[src/rtl/sha1_pkg.sv]
`timescale 1ns / 1ps
// ---------------------------------------------------------------------------
// sha1_pkg
// Shared types and constants of the SHA-1 stream hash: round constants,
// initial chaining words, controller states and controller/datapath buses.
// ---------------------------------------------------------------------------
package sha1_pkg;

   localparam int unsigned HASH_WORDS = 5;
   localparam int unsigned SCHED_WORDS = 16;

   localparam logic [6:0] ROUND_LAST = 7'd79;
   localparam logic [6:0] ROUND_B1 = 7'd20;
   localparam logic [6:0] ROUND_B2 = 7'd40;
   localparam logic [6:0] ROUND_B3 = 7'd60;

   localparam logic [31:0] K0 = 32'h5A827999;
   localparam logic [31:0] K1 = 32'h6ED9EBA1;
   localparam logic [31:0] K2 = 32'h8F1BBCDC;
   localparam logic [31:0] K3 = 32'hCA62C1D6;

   localparam logic [31:0] H_INIT [HASH_WORDS] = '{
      32'h67452301, 32'hEFCDAB89, 32'h98BADCFE, 32'h10325476, 32'hC3D2E1F0
   };

   localparam logic [7:0] PAD_BYTE = 8'h80;
   localparam logic [5:0] CNT_LAST = 6'd63;
   localparam logic [5:0] CNT_LEN = 6'd56;
   localparam logic [63:0] BITS_PER_BYTE = 64'd8;
   localparam logic [2:0] WORD_LAST = 3'd4;

   typedef enum logic [1:0] {
      SRC_MSG  = 2'd0,
      SRC_PAD  = 2'd1,
      SRC_ZERO = 2'd2,
      SRC_LEN  = 2'd3
   } byte_src_type;

   typedef enum logic [7:0] {
      ST_IDLE     = 8'b0000_0001,
      ST_PAD_ONE  = 8'b0000_0010,
      ST_PAD_ZERO = 8'b0000_0100,
      ST_PAD_LEN  = 8'b0000_1000,
      ST_CLOAD    = 8'b0001_0000,
      ST_ROUND    = 8'b0010_0000,
      ST_FOLD     = 8'b0100_0000,
      ST_OUT      = 8'b1000_0000
   } state_type;

   typedef struct packed {
      logic         shift_en;
      byte_src_type src;
      logic         len_add;
      logic         load_work;
      logic         round_en;
      logic         fold;
      logic         clear_msg;
   } dp_cmd_type;

   typedef struct packed {
      logic cnt_last;
      logic cnt_len;
      logic round_last;
   } dp_status_type;

endpackage

[src/rtl/sha1_stream_hash.sv]
// Throughput: one request per cycle while a block fills; each full 64-byte
// block then runs load, 80 rounds and fold in the single round unit, and no
// request is taken meanwhile. An end request adds padding bytes up to the
// end of the block, a pause with no shift where the zero fill meets the
// length field, one or two padding blocks compressed the same way, then five
// digest words at one per accepted cycle. Reset: synchronous; chaining words
// return to the SHA-1 initial values.
`timescale 1ns / 1ps
// ---------------------------------------------------------------------------
// sha1_stream_hash
// SHA-1 hash over a byte stream: byte requests in, five digest words out.
// ---------------------------------------------------------------------------
module sha1_stream_hash (
   input  logic        clock,
   input  logic        reset,
   // request channel
   input  logic        req_tvalid,
   output logic        req_tready,
   input  logic [7:0]  req_tdata,   // [7:0] msg_byte
   input  logic        req_tuser,   // [0] byte_valid
   input  logic        req_tlast,   // end_of_message
   // digest channel
   output logic        rsp_tvalid,
   input  logic        rsp_tready,
   output logic [31:0] rsp_tdata,   // [31:0] digest_word
   output logic [2:0]  rsp_tuser,   // [2:0] word_index
   output logic        rsp_tlast    // last_word
);
   import sha1_pkg::*;

   dp_cmd_type    cmd;
   dp_status_type status;
   logic [2:0]    word_idx;

   // Sequencer: take bytes, drive padding, run rounds, hand out digest words.
   sha1_ctrl u_ctrl (
      .clock          (clock),
      .reset          (reset),
      .req_tvalid     (req_tvalid),
      .req_byte_valid (req_tuser),
      .req_tlast      (req_tlast),
      .req_tready     (req_tready),
      .rsp_tvalid     (rsp_tvalid),
      .rsp_tready     (rsp_tready),
      .word_idx       (word_idx),
      .cmd            (cmd),
      .status         (status)
   );

   // Block shift line, counters, round logic and chaining words.
   sha1_datapath u_datapath (
      .clock       (clock),
      .reset       (reset),
      .cmd         (cmd),
      .msg_byte    (req_tdata),
      .word_idx    (word_idx),
      .status      (status),
      .digest_word (rsp_tdata)
   );

   // Hold the word index on the sideband; flag the final word.
   assign rsp_tuser = word_idx;
   assign rsp_tlast = (word_idx == WORD_LAST);

endmodule

[src/rtl/sha1_datapath.sv]
`timescale 1ns / 1ps
// ---------------------------------------------------------------------------
// sha1_datapath
// Message block shift line, byte and bit counters, one compression round
// per cycle and the chaining words.
// ---------------------------------------------------------------------------
module sha1_datapath (
   input  logic                    clock,
   input  logic                    reset,
   input  sha1_pkg::dp_cmd_type    cmd,
   input  logic [7:0]              msg_byte,
   input  logic [2:0]              word_idx,
   output sha1_pkg::dp_status_type status,
   output logic [31:0]             digest_word
);
   import sha1_pkg::*;

   logic [31:0] hash_ff [HASH_WORDS];
   logic [31:0] hash_in [HASH_WORDS];
   logic [31:0] sched_ff [SCHED_WORDS];
   logic [31:0] sched_in [SCHED_WORDS];
   logic [31:0] a_ff, b_ff, c_ff, d_ff, e_ff;
   logic [31:0] a_in, b_in, c_in, d_in, e_in;
   logic [5:0]  cnt_ff, cnt_in;
   logic [63:0] len_ff, len_in;
   logic [6:0]  round_ff, round_in;

   logic [7:0]  fill_byte;
   logic [63:0] len_shift;
   logic [31:0] w_mix, w_new, f_val, k_val, t_sum;

   // byte to shift into the block
   always_comb begin
      len_shift = len_ff << {cnt_ff[2:0], 3'b000};
      case (cmd.src)
         SRC_MSG:  fill_byte = msg_byte;
         SRC_PAD:  fill_byte = PAD_BYTE;
         SRC_ZERO: fill_byte = 8'h00;
         SRC_LEN:  fill_byte = len_shift[63:56];
         default:  fill_byte = 8'h00;
      endcase
   end

   // one SHA-1 round; the shift line always holds W[t] .. W[t+15]
   always_comb begin
      w_mix = sched_ff[13] ^ sched_ff[8] ^ sched_ff[2] ^ sched_ff[0];
      w_new = {w_mix[30:0], w_mix[31]};
      if (round_ff < ROUND_B1) begin
         f_val = (b_ff & c_ff) | (~b_ff & d_ff);
         k_val = K0;
      end else if (round_ff < ROUND_B2) begin
         f_val = b_ff ^ c_ff ^ d_ff;
         k_val = K1;
      end else if (round_ff < ROUND_B3) begin
         f_val = (b_ff & c_ff) | (b_ff & d_ff) | (c_ff & d_ff);
         k_val = K2;
      end else begin
         f_val = b_ff ^ c_ff ^ d_ff;
         k_val = K3;
      end
      t_sum = {a_ff[26:0], a_ff[31:27]} + f_val + e_ff + sched_ff[0] + k_val;
   end

   always_comb begin
      for (int i = 0; i < SCHED_WORDS; i++) begin
         sched_in[i] = sched_ff[i];
      end
      if (cmd.shift_en) begin
         for (int i = 0; i < SCHED_WORDS - 1; i++) begin
            sched_in[i] = {sched_ff[i][23:0], sched_ff[i+1][31:24]};
         end
         sched_in[SCHED_WORDS-1] = {sched_ff[SCHED_WORDS-1][23:0], fill_byte};
      end else if (cmd.round_en) begin
         for (int i = 0; i < SCHED_WORDS - 1; i++) begin
            sched_in[i] = sched_ff[i+1];
         end
         sched_in[SCHED_WORDS-1] = w_new;
      end
   end

   always_comb begin
      a_in = a_ff;
      b_in = b_ff;
      c_in = c_ff;
      d_in = d_ff;
      e_in = e_ff;
      round_in = round_ff;
      if (cmd.load_work) begin
         a_in = hash_ff[0];
         b_in = hash_ff[1];
         c_in = hash_ff[2];
         d_in = hash_ff[3];
         e_in = hash_ff[4];
         round_in = '0;
      end else if (cmd.round_en) begin
         a_in = t_sum;
         b_in = a_ff;
         c_in = {b_ff[1:0], b_ff[31:2]};
         d_in = c_ff;
         e_in = d_ff;
         round_in = status.round_last ? '0 : round_ff + 7'd1;
      end
   end

   always_comb begin
      for (int i = 0; i < HASH_WORDS; i++) begin
         hash_in[i] = hash_ff[i];
      end
      cnt_in = cnt_ff;
      len_in = len_ff;
      if (cmd.clear_msg) begin
         for (int i = 0; i < HASH_WORDS; i++) begin
            hash_in[i] = H_INIT[i];
         end
         cnt_in = '0;
         len_in = '0;
      end else begin
         if (cmd.fold) begin
            hash_in[0] = hash_ff[0] + a_ff;
            hash_in[1] = hash_ff[1] + b_ff;
            hash_in[2] = hash_ff[2] + c_ff;
            hash_in[3] = hash_ff[3] + d_ff;
            hash_in[4] = hash_ff[4] + e_ff;
         end
         if (cmd.shift_en) begin
            cnt_in = cnt_ff + 6'd1;
         end
         if (cmd.len_add) begin
            len_in = len_ff + BITS_PER_BYTE;
         end
      end
   end

   always_ff @(posedge clock) begin
      if (reset) begin
         for (int i = 0; i < HASH_WORDS; i++) begin
            hash_ff[i] <= H_INIT[i];
         end
         cnt_ff   <= '0;
         len_ff   <= '0;
         round_ff <= '0;
         a_ff     <= '0;
         b_ff     <= '0;
         c_ff     <= '0;
         d_ff     <= '0;
         e_ff     <= '0;
      end else begin
         hash_ff  <= hash_in;
         cnt_ff   <= cnt_in;
         len_ff   <= len_in;
         round_ff <= round_in;
         a_ff     <= a_in;
         b_ff     <= b_in;
         c_ff     <= c_in;
         d_ff     <= d_in;
         e_ff     <= e_in;
      end
   end

   always_ff @(posedge clock) begin
      sched_ff <= sched_in;
   end

   always_comb begin
      status.cnt_last   = (cnt_ff == CNT_LAST);
      status.cnt_len    = (cnt_ff == CNT_LEN);
      status.round_last = (round_ff == ROUND_LAST);
      case (word_idx)
         3'd0:    digest_word = hash_ff[0];
         3'd1:    digest_word = hash_ff[1];
         3'd2:    digest_word = hash_ff[2];
         3'd3:    digest_word = hash_ff[3];
         3'd4:    digest_word = hash_ff[4];
         default: digest_word = hash_ff[0];
      endcase
   end

endmodule

[src/rtl/sha1_ctrl.sv]
`timescale 1ns / 1ps
// ---------------------------------------------------------------------------
// sha1_ctrl
// Sequencer for byte intake, padding, compression and digest output.
// ---------------------------------------------------------------------------
module sha1_ctrl (
   input  logic                    clock,
   input  logic                    reset,
   input  logic                    req_tvalid,
   input  logic                    req_byte_valid,
   input  logic                    req_tlast,
   output logic                    req_tready,
   output logic                    rsp_tvalid,
   input  logic                    rsp_tready,
   output logic [2:0]              word_idx,
   output sha1_pkg::dp_cmd_type    cmd,
   input  sha1_pkg::dp_status_type status
);
   import sha1_pkg::*;

   state_type   state_ff, state_in;
   state_type   ret_ff, ret_in;
   logic [2:0]  idx_ff, idx_in;

   always_comb begin
      state_in   = state_ff;
      ret_in     = ret_ff;
      idx_in     = idx_ff;
      cmd        = '0;
      cmd.src    = SRC_MSG;
      req_tready = 1'b0;
      rsp_tvalid = 1'b0;
      case (state_ff)
         ST_IDLE: begin
            req_tready = 1'b1;
            if (req_tvalid) begin
               cmd.shift_en = req_byte_valid;
               cmd.len_add  = req_byte_valid;
               if (req_byte_valid && status.cnt_last) begin
                  if (req_tlast) begin
                     ret_in = ST_PAD_ONE;
                  end else begin
                     ret_in = ST_IDLE;
                  end
                  state_in = ST_CLOAD;
               end else if (req_tlast) begin
                  state_in = ST_PAD_ONE;
               end
            end
         end
         ST_PAD_ONE: begin
            cmd.shift_en = 1'b1;
            cmd.src      = SRC_PAD;
            if (status.cnt_last) begin
               ret_in   = ST_PAD_ZERO;
               state_in = ST_CLOAD;
            end else begin
               state_in = ST_PAD_ZERO;
            end
         end
         ST_PAD_ZERO: begin
            if (status.cnt_len) begin
               state_in = ST_PAD_LEN;
            end else begin
               cmd.shift_en = 1'b1;
               cmd.src      = SRC_ZERO;
               if (status.cnt_last) begin
                  ret_in   = ST_PAD_ZERO;
                  state_in = ST_CLOAD;
               end
            end
         end
         ST_PAD_LEN: begin
            cmd.shift_en = 1'b1;
            cmd.src      = SRC_LEN;
            if (status.cnt_last) begin
               ret_in   = ST_OUT;
               state_in = ST_CLOAD;
            end
         end
         ST_CLOAD: begin
            cmd.load_work = 1'b1;
            state_in      = ST_ROUND;
         end
         ST_ROUND: begin
            cmd.round_en = 1'b1;
            if (status.round_last) begin
               state_in = ST_FOLD;
            end
         end
         ST_FOLD: begin
            cmd.fold = 1'b1;
            state_in = ret_ff;
         end
         ST_OUT: begin
            rsp_tvalid = 1'b1;
            if (rsp_tready) begin
               if (idx_ff == WORD_LAST) begin
                  idx_in        = '0;
                  cmd.clear_msg = 1'b1;
                  state_in      = ST_IDLE;
               end else begin
                  idx_in = idx_ff + 3'd1;
               end
            end
         end
         default: begin
            state_in = ST_IDLE;
         end
      endcase
   end

   always_ff @(posedge clock) begin
      if (reset) begin
         state_ff <= ST_IDLE;
         ret_ff   <= ST_IDLE;
         idx_ff   <= '0;
      end else begin
         state_ff <= state_in;
         ret_ff   <= ret_in;
         idx_ff   <= idx_in;
      end
   end

   assign word_idx = idx_ff;

endmodule
[config.mk]
export PLATFORM = sky130hd
export DESIGN_NAME = sha1_stream_hash
export DESIGN_NICKNAME = d
export VERILOG_FILES = /design/src/rtl/sha1_pkg.sv /design/src/rtl/sha1_stream_hash.sv /design/src/rtl/sha1_datapath.sv /design/src/rtl/sha1_ctrl.sv
export SDC_FILE = /design/constraint.sdc
export NUM_CORES = 2
export LEC_CHECK = 0
export ABC_AREA = 1
export CELL_PAD_IN_SITES_DETAIL_PLACEMENT = 1
export CELL_PAD_IN_SITES_GLOBAL_PLACEMENT = 1
export CORE_UTILIZATION = 30
export DETAILED_ROUTE_END_ITERATION = 10
export DONT_BUFFER_PORTS = 1
export PLACE_DENSITY_LB_ADDON = 0.1
export SLEW_MARGIN = 5
export SYNTH_ARGS = -nofsm -noshare
export SYNTH_HDL_FRONTEND = slang
export SYNTH_SLANG_ARGS = --single-unit
export TNS_END_PERCENT = 50
[constraint.sdc]
create_clock -name clock -period 18.75 [get_ports clock]
set_input_delay 3.75 -clock clock [delete_from_list [all_inputs] [get_ports clock]]
set_output_delay 3.75 -clock clock [all_outputs]
set_load 0.02 [all_outputs]
== Yosys cells after proc, flatten, opt, wreduce, memory -nomap -nowiden ==
Index checks and enable logic that the tools add are counted.
Storage, ports and cells
  bits in registers: 928
  input bits: 14
  bits in writable memories: 0
  output and inout bits: 38
  memories kept: 0
  memory bits (read-only): 0
  latch bits: 0
  word-level logic and storage cells: 151
Cells by class
  muxes and demuxes: 52
  bitwise gates (word level): 13
  add/sub/neg operators: 13
  multiply operators: 0
  $lt $le $gt $ge: 3
  reductions and logical operators: 11
  shift-type cells: 1
  div/mod/pow operators: 0
  eq/ne operators: 26
Operators with widths (number)
  $mux 512: 2
  $mux 32: 15
  $add 32x32->32: 9
  $xor 32x32->32: 5
  $and 32x32->32: 4
  $pmux 32 s4: 1
  $mux 8: 13
  $or 32x32->32: 3
  $add 64x4->64 const B: 1
  $pmux 8 s4: 2
  $pmux 8 s8: 1
  $shl 64x6->64: 1
  $not 32->32: 1
  $mux 31: 1
  $lt 7x6->1 const B: 2
  $eq 6x6->1 const B: 2
  $mux 1: 10
  $reduce_and 5->1: 2
  $eq 8x1->1 const B: 1
  $eq 8x2->1 const B: 1
  $eq 8x3->1 const B: 1
  $eq 8x4->1 const B: 1
  $eq 8x5->1 const B: 1
  $eq 8x6->1 const B: 1
  27 further kinds: 38

== Depth between registers and ports, before layout ==
  depth in word-level cells: 12
  mapped depth: 27
  gate-level depth less buffers: 26

== Hierarchy ==
From an unflattened synthesis, not the netlist that was laid out.
Unflattened totals
  cell total of the unflattened synthesis: 7697
  area, all modules: 57197.4 µm²
By module, submodules not included
  sha1_datapath: area each 56172.6 µm², cells an instance 7538, instances 1, seq. area each 23262.3 µm²
  sha1_ctrl: area each 1011.0 µm², cells an instance 156, instances 1, seq. area each 300.3 µm²
  sha1_stream_hash: area each 13.8 µm², cells an instance 3, instances 1, seq. area each 0.0 µm²

== Least setup slack after synthesis ==
OpenSTA, ideal clock, no wires.
  path kind: input port to flip-flop
  start point: in req_tvalid
  end point: reg u_datapath.sched_ff[0] (netlist name) (enable)
  stages on the path: 6
  library setup time: 3.694 ns
  arrival: 12.697 ns
  required time: 15.056 ns
  slack: 2.359 ns
  path buffers: 2
  path through: nand2_1 nor2_8 nor2_8 buf_6 buf_2 nand2_1
On the way
  longest elaborated chain between the ends: 3
RTL lines
  start: declaration: line sha1_stream_hash.sv:17  | input logic req_tvalid,
  $mux 1: line sha1_ctrl.sv:36  | if (req_tvalid) begin
  $pmux 1 s3: line sha1_ctrl.sv:33  | case (state_ff)
  $reduce_bool 2->1 (no source line)
  end signal: assignment: line sha1_datapath.sv:161  | sched_ff <= sched_in;
  end: declaration: line sha1_datapath.sv:20  | logic [31:0] sched_ff [SCHED_WORDS];
No other way between the ends.
A chain may end at the register's enable or synchronous reset.

== Final worst setup path ==
  start point: reg u_ctrl.idx_ff[0], in the netlist u_ctrl.word_idx[0]
  end point: out rsp_tdata[3]
On the way
  longest elaborated chain between the ends: 2
  elaborated cells between the ends (all ways): 5
  classes of those cells: 4 x eq/ne; 1 x mux
RTL lines
  start: declaration: line sha1_ctrl.sv:23  | logic [2:0] idx_ff, idx_in;
  start signal: assignment: line sha1_ctrl.sv:121  | idx_ff <= idx_in;
  $eq 3x3->1
  named net rsp_tlast: line sha1_stream_hash.sv:27  | output logic rsp_tlast
  $pmux 32 s4: line sha1_datapath.sv:168  | case (word_idx)
  end: declaration: line sha1_stream_hash.sv:25  | output logic [31:0] rsp_tdata,
The timed path passes the listed nets, and every way through them passes these cells.

==> impl_metrics.json <==
{
  "place_inst": 9585,
  "worstHoldPathType": "reg -> reg",
  "syn_to_final_growth_pct": 10.69,
  "hpwl_um": 180200,
  "cp-end-kind": "primary output",
  "hold_violations": 0,
  "gr-usage-all-layers_pct": 24.83,
  "worstMarginPinSlew_ps": 1289,
  "drc": 2,
  "async_flop_share_pct": 0,
  "postSynthCellCount": 7315,
  "fin_crit_sh_pct": 45.27,
  "cts_hold_buf": 0,
  "cts_tree": "built",
  "coreArea_um2": 188200,
  "tns_ps": 0,
  "synth-edff-count": 512,
  "ant_nets": 0,
  "via_count": 50545,
  "postCtsSetupRepairBufs": 0,
  "grtUsageMet1_pct": 32.52,
  "synth-seq-cells": 921,
  "viasPerCell": 5.155,
  "ctsHtreeMaxLevel": 3,
  "grtUsageMet3_pct": 3.666,
  "critPathBufInv": 4,
  "cp_slowest_cell": "nor4_2",
  "synth_area_per_cell_um2": 7.783,
  "std_cell_rows": 159,
  "grt_setup_unrepaired": "false",
  "layout.nets": 7577,
  "root_buffer": "clkbuf_16",
  "total_power_mw": 5.710,
  "cp_cell_sequence": "inv_1 > ha_1 > nand2_1 > buf_4 > inv_1 > nor4_2 > buf_4 > nand2_1 > nand2_1",
  "synth_fp_nets": 7682,
  "worstSkewPairLatency_ps": 820,
  "yosysUniqueCellTypes": 52,
  "critPathLaunchType": "flip-flop",
  "overflow": 0,
  "grt_max_degree": 243,
  "yosysWarningCount": 0,
  "p_leak_nw": 25.93,
  "clock_sinks": 921,
  "final_cell_area_um2": 63020,
  "avgRoutedWirePerCell_um": 24.55,
  "critPathRequiredTime_ps": 15000,
  "violations": "DRC",
  "timing.fmax_ghz": 0.1178,
  "max_cap_violations": 0,
  "crit_type": "reg -> out",
  "synth_area_um2": 56940,
  "initial_core_util_pct": 30.25,
  "dieHeight_um": 437.6,
  "cts_made_buffers": 118,
  "final_core_util_pct": 33.49,
  "yosys-top-cells-area": "edfxtp_1 27%, dfxtp_1 14%, nand2_1 11%",
  "grt_pass1_vias": 51721,
  "yosys.area.top_type_share_pct": 27.00,
  "globalRouteMet2Util_pct": 40.58,
  "layout_setup_ws_ps": 10260,
  "critPathTopFamily": "buffers and inverters",
  "layoutNonFillerInstCount": 9805,
  "io_pins": 52,
  "wirelength_um": 240700,
  "slew_viol_final": 0,
  "grt_first_pass_wirelength_um": 353900,
  "setup_viol": 0,
  "powerDensity_nw_per_um2": 90.60,
  "ys.flop_type": "edfxtp_1",
  "cts_resized": 0,
  "clkTransAtPathRegs_ps": 60,
  "yosys.area.top_type": "edfxtp_1",
  "worstPathArrival_ps": 4740,
  "drt_first_pass_iters": 10,
  "dp_slack_ps": 10500,
  "finClkSkew_ps": 89.98,
  "gp_congestion": 0.9316,
  "drt-initial-drc-count": 3412,
  "ys_seq_area_share_pct": 41.38,
  "die-area_um2": 191500,
  "min_period_ps": 8488,
  "die-width_um": 437.6,
  "portBuffers": 0,
  "crit_top_cell": "nand2_1",
  "clk_path_buf_depth": 3,
  "drive_gt1_share_pct": 4.010,
  "placed_area_um2": 59140,
  "max-vdd-ir-drop_v": 0.00008116,
  "antenna_found_initial": 11,
  "critPathMaxFanout": 26,
  "status": "complete, but fails checks",
  "relSlewSlack_pct": 14.10,
  "hold_ws_ps": 468.0,
  "grt_busiest_layer": "met2",
  "slowest_delay_ps": 930
}
[final timing paths]
kind	from	end	slack (ps)	cells after the start
max reg2reg	u_datapath.round_ff[2]	u_datapath.a_ff[20]	12020	23
max	u_ctrl.word_idx[0]	rsp_tdata[3]	10260	9
min	u_ctrl.ret_ff[1]	u_ctrl.ret_ff[1]	470	2
min reg2reg	u_ctrl.ret_ff[1]	u_ctrl.ret_ff[1]	470	2
[power breakdown]
part / total, mW / internal (mW) / switching [mW]
Clock: 2.32 / 1.34 / 0.985
Combinational: 0.823 / 0.241 / 0.582
Sequential: 2.57 / 2.45 / 0.114
[routing by layer]
layer	wire length, um	part of all wire, %	vias to the layer above
met4	11580	4.8	12
met1	107900	45	25017
met3	10450	4.3	362
li1	-	-	24146
met2	110600	46	1008
met5	84	0.035	-
[cells in the final DEF (no fill, tap or decap), types with 80 or more instances in the layout]
cell	count
o21ai_0	717
nand2_1	1719
clkbuf_16	119
a21oi_1	543
o21ai_1	128
xnor2_1	101
nor2_1	539
fa_1	124
o22ai_1	80
edfxtp_1	512
inv_1	1014
nor3_1	94
ha_1	229
dfxtp_1	409
nand3_1	271
[worst reg2reg max path: stages, from the launching register on]
cell      delay [ps]
dfxtp_1          350
o21ai_0          180
nand2_1           80
buf_4            200
nand2_1          830
buf_4            540
o22ai_1          130
a21oi_1          330
fa_1             580
fa_1             550
inv_1             60
fa_1             510
inv_1             40
ha_1             360
a21oi_1          150
nand2_1          160
inv_1             60
o21ai_0          500
nand2_1          140
nand2_1          210
nand2_1          120
nand3b_1         100
nand3_1          270
a21oi_1          230
[registers in the layout, summed over array words and instances, names as in the netlist]
name / cells
u_datapath.e_ff: 32
u_datapath.round_ff: 7
u_datapath.len_ff: 61
u_datapath.sched_ff: 512
u_datapath.a_ff: 32
u_datapath.hash_ff: 160
u_datapath.d_ff: 32
u_datapath.b_ff: 32
u_datapath.cnt_ff: 6
u_datapath.c_ff: 32
u_ctrl.word_idx: 3
u_ctrl.state_ff: 8
u_ctrl.ret_ff: 4
[cell families after synthesis]
logic type      count (synthesis)  share of synthesized area [%]
flops                         921                          41.38
fa+ha+maj                     353                          9.392
xor+xnor                      176                          2.707
simple gates                 2796                          20.14
buf+inv                      1316                          9.439
compound gates               1753                          16.94
[cell type report]
| cell class | instances | area, um2 |
|---|---|---|
| repair buffers | 61 | 495.5 |
| clock buffers | 160 | 3252 |
| multi-input cells | 5078 | 28060 |
| clock inverters | 57 | 623.1 |
| diodes | 3 | 7.507 |
| inverters | 1030 | 3902 |
| flip-flops and latches | 921 | 23560 |
| well taps | 2495 | 3122 |
| fillers | 22805 | 125200 |
[synthesized netlist by cell type (all sizes together), types with 16 or more instances]
master,instances
a31oi,60
clkbuf,124
o22ai,80
or2,24
a221oi,78
edfxtp,512
ha,229
dfxtp,409
a21oi,543
xor2,75
o211ai,40
nor3,94
a21o,21
o21ai,846
nor4,16
buf,162
nand2,1725
xnor2,101
fa,124
nor2,554
nand3b,16
nand3,275
inv,1026
a21boi,18
nand4,75
o21bai,22
Power figures use the tool's default switching activity.
